### src/hdl/mkrs_ram.sv
`default_nettype none
module mkrs_ram #(
  parameter int WIDTH = 8,
  parameter int DEPTH = 64,
  localparam int AW = (DEPTH > 1) ? $clog2(DEPTH) : 1
) (
  input  wire logic             clk,
  input  wire logic             we,
  input  wire logic [AW-1:0]    waddr,
  input  wire logic [WIDTH-1:0] wdata,
  input  wire logic [AW-1:0]    raddr,
  output logic      [WIDTH-1:0] rdata
);

  logic [WIDTH-1:0] mem [DEPTH];

  // Single write port, registered read
  always_ff @(posedge clk) begin
    if (we) begin
      mem[waddr] <= wdata;
    end
    rdata <= mem[raddr];
  end

endmodule
`default_nettype wire

### config.mk
export PLATFORM = sky130hd
export DESIGN_NAME = mkrs_ram
export DESIGN_NICKNAME = d
export VERILOG_FILES = /design/src/hdl/mkrs_ram.sv
export SDC_FILE = /design/constraint.sdc
export NUM_CORES = 1
export LEC_CHECK = 0
export BUFFER_PORTS_ARGS = -buffer_cell sky130_fd_sc_hd__buf_2
export CAP_MARGIN = 25
export CORE_AREA = 5 5 247 249
export DETAILED_ROUTE_END_ITERATION = 10
export DIE_AREA = 0 0 252 254
export HOLD_SLACK_MARGIN = 0.02
export MAX_ROUTING_LAYER = met4
export PLACE_DENSITY = 0.56
export SYNTH_ARGS = -nofsm -noshare
export SYNTH_HDL_FRONTEND = slang
export SYNTH_SLANG_ARGS = --single-unit
### constraint.sdc
create_clock -name clk -period 1.7 [get_ports clk]
set_input_delay 0.17 -clock clk [delete_from_list [all_inputs] [get_ports clk]]
set_output_delay 0.17 -clock clk [all_outputs]
set_load 0.005 [all_outputs]
# After elaboration in Yosys (flattened, before gate mapping)

Memory sizes are Yosys's and may differ from the RTL's. A register that Yosys moved wholly into a read port is not among the register bits.
Cells that the tools add are included.

Memory bits (writable): 512
Bits in registers: 0
Logic and storage cells: 3
Output and inout bits: 8
Memories kept: 1

Memories:

| name | words | bits a word | read ports | clocked after Yosys merged registers in | wr ports | RTL line | RTL |
|---|---|---|---|---|---|---|---|
| mem  | 64    | 8           | 1          | 1                                       | 1        | 15       | `logic [WIDTH-1:0] mem [DEPTH];` |

Mux-type cells: 2

Operators by type and width:

| kind              | number |
|---|---|
| 1-bit two-way mux | 2 |

# Logic depth before layout (Yosys ltp)

Word-level depth: 2
Depth in mapped cells: 9
Gate-level depth less buffers: 5

# Least setup slack after synthesis

No wires, ideal clock.

Path type: in2reg
Start point: input port raddr[1]
End point: register rdata[3], read port of mem
Setup slack: -0.138 ns
Data required time: 1.572 ns
Arrival time: 1.710 ns
Stages: 7
Cells stage by stage: buf_4 -> buf_2 -> buf_2 -> mux4_2 -> mux4_2 -> o21ai_1 -> o41ai_1

RTL lines:

| element     | RTL line | RTL |
|---|---|---|
| from (decl) | 11       | `input wire logic [AW-1:0] raddr,` |
| to (decl)   | 12       | `output logic [WIDTH-1:0] rdata` |

==> impl_metrics.csv <==
group,metric,value,unit
routing,dr.pass1.iters,5,
routing,first_iter_violations,868,
routing,drt-total-wl,47500,um
worst_setup_path,crit_path_start_kind,"flop",
synth,ys_ff_latch,520,
timing,fmax,0.525,GHz
routing,drt.antenna.violating_nets,0,
pwr,switching_share,0.207,
timing,finalHoldViolations,0,
grt,track_usage,0.154,
placement,port_buffers,29,
timing,tightest_slew,0.744,ns
grt,gr-total-overflow,0,
pwr,p_sw,5.60,mW
pwr,pwr-share-seq,0.526,
clock_network,cts_root_buf,"clkbuf_16",
routing,drc,0,
worst_setup_path,crit_buf_inv,1,
floorplanning,io_pins,30,
placement,place_area,0.0223,mm2
grt,antenna_found_initial,3,
clock_network,cts_buffers,50,
timing,relSlewSlack,0.504,
timing,finalSetupViolCount,8,
worst_setup_path,required,2.18,ns
worst_setup_path,slowest_stage,"mux4_2",
synth,post_synth_instance_area,0.0202,mm2
placement,hpwl,30600,um
final_layout,drive_gt1_frac,0.356,
worst_setup_path,crit_chain,"mux4_2 -> mux2_4 -> o221a_4 -> nor3_2 -> buf_4 -> o32ai_1",
placement,dp_slack,-0.597,ns
final_layout,final_area,0.0242,mm2
synth,ys.warnings.count,0,
synth,syn_area_per_cell,21.5,um2
pwr,peakVddDrop,778,uV
worst_setup_path,critPathMaxFanout,1,
run_status,violations,"setup timing",
final_layout,nets,1155,
clock_network,clk_pin_slew,0.06,ns
grt,grt_max_degree,65,
clock_network,htreeDepth,2,
timing,setup_ws,-0.206,ns
synth,syn-num-nets,962,
worst_setup_path,path_delay_family,"multiplexers",
timing,finalClockSkew,0.0219,ns
synth,syn_inst,940,
worst_setup_path,endpoint_kind,"flop",
final_layout,finish.utilization,0.414,
final_layout,syn2layout_area_growth,20.0,%
final_layout,layout_commonest_cell,"edfxtp_1",
pwr,p_int,21.5,mW
clock_network,postCtsSetupBuffers,0,
routing,wl_per_cell,24.4,um
pwr,p_leak,7.81,nW
clock_network,cts_sinks,520,
grt,first_global_vias,10341,
floorplanning,die_h,254,um
clock_network,cts_tree,"yes",
floorplanning,core-area,0.0585,mm2
routing,routed-via-count,9923,
synth,seq_area_frac_synth,0.770,
timing,tns,-0.770,ns
floorplanning,num_rows,89,
floorplanning,die_w,252,um
final_layout,layout_common_cells,"edfxtp_1, buf_4, mux4_2, nor2_1, clkbuf_16",
timing,slew_violations,0,
job,maxCapViolCount,0,
clock_network,worstSkewPairLatency,0.60,ns
timing,post-route-min-period,1.91,ns
pwr,pwr_density_cell,1120,mW/mm2
clock_network,cts_buffer_depth,3,
worst_setup_path,r2r_slack,-0.21,ns
floorplanning,start_util,0.345,
placement,place_congestion,0.814,
grt,grt_pass1_wl,70900,um
synth,ys_types,40,
placement,dpl.cell_count,1851,
worst_setup_path,crit_type,"flop to flop",
min_path,hp-class,"primary input to flop",
worst_setup_path,cp.arrival,2.38,ns
pwr,power_frac_comb,0.057,
timing,finalCritPeriodShare,1.12,
final_layout,instances_no_fill,1948,
floorplanning,die_area,0.0640,mm2
timing,rsz0062_at_grt,"true",
run_status,status,"complete, but fails checks",
worst_setup_path,slowest_delay,0.51,ns
pwr,clkPwrFrac,0.418,
routing,routed_via_density,5.09,
[registers in the layout (all words and copies together) (netlist names)]
name / count
mem: 512
rdata: 8
[synthesized netlist by cell type]
master     number  share of area
nor2b_1        14         0.0043
nand4_1         2        0.00062
dfxtp_1         8         0.0079
o2111ai_1       3         0.0013
a211oi_1        4         0.0015
o22ai_1         8         0.0025
o21ai_0         2        0.00050
mux2i_1        23          0.011
o311ai_1        1        0.00043
buf_4          13         0.0048
mux4_2        126           0.14
nand2_1        19         0.0035
buf_2          11         0.0027
nor3_1          7         0.0017
a221oi_1        6         0.0026
o221ai_1        8         0.0035
o21a_1          2        0.00074
o2bb2ai_1       3         0.0013
clkbuf_1       17         0.0032
nor4_1          2        0.00062
buf_1           4        0.00074
a2111oi_0       2        0.00087
o21ai_1         2        0.00050
nand2b_1        7         0.0022
buf_12          2         0.0020
o32ai_1         2        0.00087
nand4b_1        1        0.00043
mux2_2         13         0.0073
and2_1          1        0.00031
nand3b_1        3         0.0011
buf_6           4         0.0022
or3_1           1        0.00031
o221a_2         2         0.0011
edfxtp_1      512           0.76
nand3_1        13         0.0032
nor2_1         83          0.015
a22oi_1         3         0.0011
a31oi_1         1        0.00031
o41ai_1         2        0.00087
a21oi_1         3        0.00074
[worst register-to-register path: stages, from the launching register on]
cell and delay [ns]:
edfxtp_1 0.35, mux4_2 0.51, mux2_4 0.29, o221a_4 0.26, nor3_2 0.16, buf_4 0.15, o32ai_1 0.08
[power groups by stage]
stage / clock network (mW) / registers, mW / logic [mW]
final: 11.3 / 14.2 / 1.54
after global routing: 12.1 / 14.2 / 1.65
after CTS: 11.6 / 14.2 / 1.54
after detailed placement: 0 / 14.5 / 1.50
after global placement: 0 / 14.5 / 1.47
after floorplan: 0 / 14.5 / 0.769
[layout make-up]
cell class	instances	area, um2
antenna	3	7.51
clock inverter	30	369
tap	773	967
sequential	520	15500
multi-input combinational	369	4470
clock buffer	61	1290
fill	5095	34300
timing repair buffer	192	1550
[timing repair]
item | 4_1_cts | 5_1_grt
gates resized for setup | 20 | 10
endpoints found under the hold margin | 13 | 0
pin swaps | 6 | 5
setup endpoints to repair | 8 | 8
hold buffers | 4 | 0
[worst paths after layout]
check	cells past startpoint	end	startpoint
worst min register to register	4	rdata[7]	mem[6][7]
worst max register to register	6	rdata[6]	mem[21][6]
worst max-delay path	6	rdata[6]	mem[21][6]
worst min-delay path	3	mem[48][3]	waddr[1]
[layer usage]
metal  global-route usage  vias up  part of all wire
met4               0.0426        0             0.026
met2                0.237      271              0.48
met1                0.210     5265              0.43
met5                    -        -                 0
met3               0.0350       73             0.065
li1                     -     4314                 -
[cells by family (layout without fill, tap and decap cells)]
logic type	after synthesis	in the layout	synth area share
flip-flops	520	520	0.770
AND/OR/NAND/NOR	153	153	0.0339
other	0	3	0
AO/OA/AOI/OAI	54	54	0.0207
buffers and inverters	51	283	0.0157
multiplexers	162	162	0.159
[stage by stage]
step	power, mW	hold slack [ns]
floorplan	15.3	0.269
global placement	16.0	0.613
detailed placement	16.0	0.582
CTS	27.4	0.171
global route	28.0	0.224
finish	27.1	0.216
Power figures use the tool's default switching activity.
