`config.mk`:
```
export PLATFORM = sky130hd
export DESIGN_NAME = mkrs_cmp
export DESIGN_NICKNAME = d
export VERILOG_FILES = /design/src/hdl/mkrs_pkg.sv /design/src/hdl/mkrs_cmp.sv
export SDC_FILE = /design/constraint.sdc
export NUM_CORES = 1
export LEC_CHECK = 0
export BUFFER_PORTS_ARGS = -buffer_cell sky130_fd_sc_hd__buf_2
export CAP_MARGIN = 10
export CORE_ASPECT_RATIO = 1.1
export CORE_MARGIN = 2
export CORE_UTILIZATION = 42
export DETAILED_ROUTE_END_ITERATION = 8
export PLACE_DENSITY = 0.91
export SETUP_SLACK_MARGIN = 0.02
export SLEW_MARGIN = 20
export SYNTH_ARGS = -nofsm -noshare
export SYNTH_HDL_FRONTEND = slang
export SYNTH_SLANG_ARGS = --single-unit
```
`constraint.sdc`:
```
create_clock -name vclk -period 3.9
set_input_delay 0.975 -clock vclk [all_inputs]
set_output_delay 0.975 -clock vclk [all_outputs]
set_load 0.01 [all_outputs]
```
`src/hdl/mkrs_pkg.sv`:
```
`default_nettype none
package mkrs_pkg;

  // Sort key selection codes
  localparam logic [1:0] MODE_KEEP  = 2'd0;
  localparam logic [1:0] MODE_ID    = 2'd1;
  localparam logic [1:0] MODE_NAME  = 2'd2;
  localparam logic [1:0] MODE_GRADE = 2'd3;

  localparam int ID_W    = 20;
  localparam int NAME_W  = 64;
  localparam int GRADE_W = 16;
  localparam int REC_W   = ID_W + NAME_W + GRADE_W;
  localparam int TDATA_W = ((REC_W + 7) / 8) * 8;

  // One record, id in the lowest bits
  typedef struct packed {
    logic signed [GRADE_W-1:0] grade;
    logic [NAME_W-1:0]         name;
    logic [ID_W-1:0]           id;
  } rec_t;

  // True when record x sorts strictly ahead of record y
  function automatic logic goes_before(logic [1:0] mode, rec_t x, rec_t y);
    logic res;
    res = 1'b0;
    case (mode)
      MODE_ID:    res = x.id < y.id;
      MODE_NAME:  res = (x.name != y.name) ? (x.name < y.name) : (x.id < y.id);
      MODE_GRADE: res = (x.grade != y.grade) ? (x.grade < y.grade) : (x.id < y.id);
      default:    res = 1'b0;
    endcase
    return res;
  endfunction

endpackage
`default_nettype wire

```
`src/hdl/mkrs_cmp.sv`:
```
`default_nettype none
module mkrs_cmp (
  input  wire logic [1:0]   mode,
  input  wire mkrs_pkg::rec_t rec_i,
  input  wire mkrs_pkg::rec_t rec_j,
  input  wire logic         j_lt_i,
  output logic              inc
);
  import mkrs_pkg::*;

  logic j_first;
  logic i_first;

  // Record j lands ahead of record i: strictly smaller key, or tied and earlier
  always_comb begin
    j_first = goes_before(mode, rec_j, rec_i);
    i_first = goes_before(mode, rec_i, rec_j);
    inc     = j_first | (j_lt_i & ~i_first);
  end

endmodule
`default_nettype wire

```
**After elaboration in Yosys (flattened, before gate mapping)**

Cells that the tools add are included.

- Order comparisons: 6
- Equality and inequality tests: 7
- Multiplexer cells: 6
- Bitwise operators: 3

Operators with widths:

| cell | count |
|---|---|
| 64-bit < comparator | 2 |
| 64-bit inequality test | 2 |
| 20-bit < comparator | 2 |
| 16-bit < comparator | 2 |
| 16-bit inequality test | 2 |
| 1-bit case mux with 3 select lines | 2 |
| 2-bit == test (second input constant) | 2 |
| 1-bit two-way mux | 4 |
| 2-bit by 1-bit == test with 1-bit output (second input constant) | 1 |
| 1-bit AND | 1 |
| 1-bit NOT | 1 |
| 1-bit OR | 1 |

- Register bits: 0
- Input port bits: 203
- Output and inout bits: 1

**Logic depth before layout (Yosys ltp)**

- Depth in word-level cells: 6
- Mapped depth: 9

**Worst setup path before layout**

OpenSTA, ideal clock, no wires.

- Path kind: input-to-output
- Start point: input port rec_j[15] (netlist bit)
- End point: output port inc
- Arrival: 2.577 ns
- Data required time: 2.925 ns
- Path slack: 0.348 ns
- Stages: 9
- Path buffers: 0
- Cell sequence: inv_1 ha_1 nand4_1 or4_4 a21oi_2 a211o_2 a21oi_2 o221ai_2 and4_1

- Cells in the longest elaborated chain, start to end: 6
- Elaborated cells between the ends (all ways): 11

RTL lines:

| what | line | source |
|---|---|---|
| start: declaration | mkrs_cmp.sv:5 | `input wire mkrs_pkg::rec_t rec_j,` |
| 20-bit < comparator | mkrs_pkg.sv:28, mkrs_pkg.sv:29, mkrs_pkg.sv:30 |  |
| 1-bit two-way mux (on tied branches) | mkrs_pkg.sv:30, mkrs_pkg.sv:29 |  |
| 1-bit case mux with 3 select lines | mkrs_pkg.sv:27 | `case (mode)` |
| 1-bit NOT | mkrs_cmp.sv:18 | `inc = j_first \| (j_lt_i & ~i_first);` |
| 1-bit AND | mkrs_cmp.sv:18 |  |
| 1-bit OR (*) | mkrs_cmp.sv:18 |  |
| end: declaration | mkrs_cmp.sv:7 | `output logic inc` |

Mark *: on every way between the ends. The rest lies on a longest branch, timed or not.

**Worst setup path in the final report**

- Start point: input port rec_j[29] (netlist bit)
- End point: output port inc

- Cells in the longest elaborated chain, start to end: 6
- Elaborated cells between the ends (all ways): 11

RTL lines:

| what | line | source |
|---|---|---|
| 64-bit < comparator or 64-bit inequality test (tied branches) | mkrs_pkg.sv:29 | `MODE_NAME: res = (x.name != y.name) ? (x.name < y.name) : (x.id < y.id);` |
| 1-bit two-way mux | mkrs_pkg.sv:29 |  |
| 1-bit case mux with 3 select lines | mkrs_pkg.sv:27 |  |
| 1-bit NOT | mkrs_cmp.sv:18 |  |
| 1-bit AND | mkrs_cmp.sv:18 |  |
| 1-bit OR (*) | mkrs_cmp.sv:18 |  |

Marked as above.

==> run summary <==
The flow ran to the end, and the final reports show no timing, DRC or antenna violations. The part of the power in the clock network is 0. The count of boundary I/O pins is 204. The maximum fanout count along the critical path came out at 2. The number of slew-limit violations in the final report came out at 0. The signal on the critical path passes through buf_2, inv_2, ha_4, nand4_1, nor4_2, buf_4, nand3_2, o31ai_2, nand2_1, o2bb2ai_1, and4_1, buf_6. The peak supply drop is around 45 uV. The power share of the sequential group came out at 0. The number of rows in the core area came out at 30. The distinct cell type count after synthesis is 40. For the pin with the worst max-slew slack, the measured transition is 293 ps. The classification of the worst-slack hold path is primary input to output port. Sorting the synthesized cells by area gives the leading types as sky130_fd_sc_hd__ha_1 (48%), sky130_fd_sc_hd__inv_1 (15%), sky130_fd_sc_hd__a21oi_1 (6.9%). The count of port buffers added during placement is around 200. The number of hold violations in the final report came to 0.

The relative contribution of combinational cells to total power came out at 1.000. The sum of buffers and inverters on the critical path came out at 4. The final weighted congestion in routability-driven placement is 0.841. The layout clock buffer count is 0. The fill cell total of the finished layout came out at around 500. For this design the total switching power over the nets is 177 uW. Of the total power, the share spent switching nets is 0.475.

The count of antenna-violating nets left after detailed routing came out at 0. The internal portion of total power came out at 196 uW. Before antenna repair, the detailed router went through 4 iterations. The initial antenna violation count came out at 0. After detailed routing, the average wire length per cell comes to 12.9 um. The effective utilization at floorplan came out at 0.430.

The worst setup path is of the primary input to output port kind. The peak clock frequency supported by timing came out at 0.260 GHz. The number of antenna cells inserted is 0. The pin count of the biggest net entering global routing came out at 7. At the worst endpoint, the arrival time is between 2000 and 3000 ps. In this run the vertical extent of the chip is between 80 and 90 um. Registers take 0 um^2.

The detailed-route wire length is 8440 um. The total global routing track utilization is 0.220. The number of setup violations in the final report is 0. The die span in x is 79.2 um. Across all layers, the routed design uses between 3,000 and 4,000 vias. The remaining routing DRC violations is 0. The total non-filler cell area in the finished layout came out at 3930 um^2. The largest single stage delay on the critical path is about 360 ps. The cell count after synthesis came out at 365. The final clock period utilization by the worst path came out at 0.985. sky130_fd_sc_hd__ha_1 takes more of the synthesized area than any other cell. The starting DRC count in detailed routing is 104.

Synthesis produced a netlist with a net count of 668. The detail-routed via count per cell is 5.07. The total area inside the core boundary comes to 6080 um^2.

The post-synthesis average cell area is 7.16 um^2. The final-stage net count came out at 877. The share of the Yosys chip area taken by registers is 0. The proportion of netlist area held by the largest area contributor is 0.479.

The number of global-route vias before repair is 3,331. The post-place instance area is approximately 3700 um^2. The power per cell area is 94.9 nW/um^2. The global route total overflow came out at 0. The total power after layout came out at 372 uW. The commonest cells after synthesis are sky130_fd_sc_hd__inv_1 (102), sky130_fd_sc_hd__ha_1 (100), sky130_fd_sc_hd__a21oi_1 (36), sky130_fd_sc_hd__nand4_1 (23), sky130_fd_sc_hd__nand2_1 (18).

The worst setup path is launched from a primary input. The area added between synthesis and finish came out at 50.2%. For the worst setup path, the data required time is a little under 3000 ps.

The number of hold buffers added after CTS came out at 0. The standby leakage power came out at approximately 0.0025 uW. The kind of end point of the critical path is an output port. The largest individual stage delay along the critical path comes from the cell sky130_fd_sc_hd__nor4_2. The placed wire-length estimate after detailed placement came out at about 7600 um.

Of the cells placed in the final design, the portion with a size suffix greater than 1 is 0.413. The most numerous cell in the Yosys netlist is sky130_fd_sc_hd__inv_1. The family with the most delay on the worst path is simple AND/OR/NAND/NOR gates. The final sequential cell count came out at 0.

The first-pass GRT wire length came out at 12,800 um. The worst pin sits at a relative slew slack of 0.803. The worst slack at placement came out at -4.81 ps. Subtracting the final worst setup slack from the clock period gives 3840 ps. The tool flagged a number of max-cap violations equal to 0.

The die footprint is just under 7000 um^2. After layout, the worst setup slack is 60.1 ps. The cell area that synthesis handed to floorplanning was 2610 um^2.

The number of synthesis warnings is 0.
==> what timing repair did <==
action	in CTS	in global routing
setup endpoints to repair	1	1
buffers inserted	0	3
pin swaps	3	17
resized for setup	1	22
cloned	0	0
==> path summary, 6_finish.rpt <==
check	from	to	slack [ps]	cells past startpoint
hold / removal	mode[1]	inc	2470	4
setup / recovery	rec_j[29]	inc	60	12
==> placed cells by master (no fill, tap or decap), drive strengths merged, types with 2 or more instances in the layout <==
cell and n:
a31oi 2, ha 100, buf 207, a21o 11, nor4 3, a21oi 38
inv 102, a211oi 3, nand4 23, o31ai 2, and4 2, nor3 2
nand2 18, o21ai 13, nor2 11, nand3 6, o211ai 4, nor2b 7
==> cells by family (layout without fill, tap and decap cells) <==
group	after synthesis	in the layout	share of synthesized area
AO/OA/AOI/OAI	86	86	0.212
adder cells (fa/ha/maj)	100	100	0.479
buffers and inverters	102	309	0.146
AND/OR/NAND/NOR	77	77	0.163
==> routing by layer <==
layer	vias to the layer above	GRT usage	wire length [um]
li1	1697	-	-
met1	1470	0.238	3160
met2	124	0.466	4710
met3	16	0.0188	420
met4	0	0.0251	148
met5	-	0	0
==> stage by stage <==
step,instances,util,hold slack [ps],setup TNS (ps)
floorplan,365,-,2220,0
global placement,649,0.614,2460,-20.9
detailed placement,649,0.614,2490,-4.81
CTS,649,0.614,2490,0
global route,652,0.645,2510,-48.3
finish,652,0.645,2470,0
==> power by group through the flow <==
stage          clock network (uW)  registers [uW]  logic [uW]
3_5_place_dp                    0               0         347
4_1_cts                         0               0         350
2_1_floorplan                   0               0         188
3_3_place_gp                    0               0         327
6_report                        0               0         372
5_1_grt                         0               0         425
==> layout make-up <==
| class | count | area, um^2 | area share |
|---|---|---|---|
| tap | 80 | 100 | 0.0255 |
| inverter | 102 | 383 | 0.0975 |
| timing repair buffer | 207 | 1050 | 0.267 |
| multi-input combinational | 263 | 2390 | 0.609 |
Note: power is estimated with default switching activity, not from simulation.
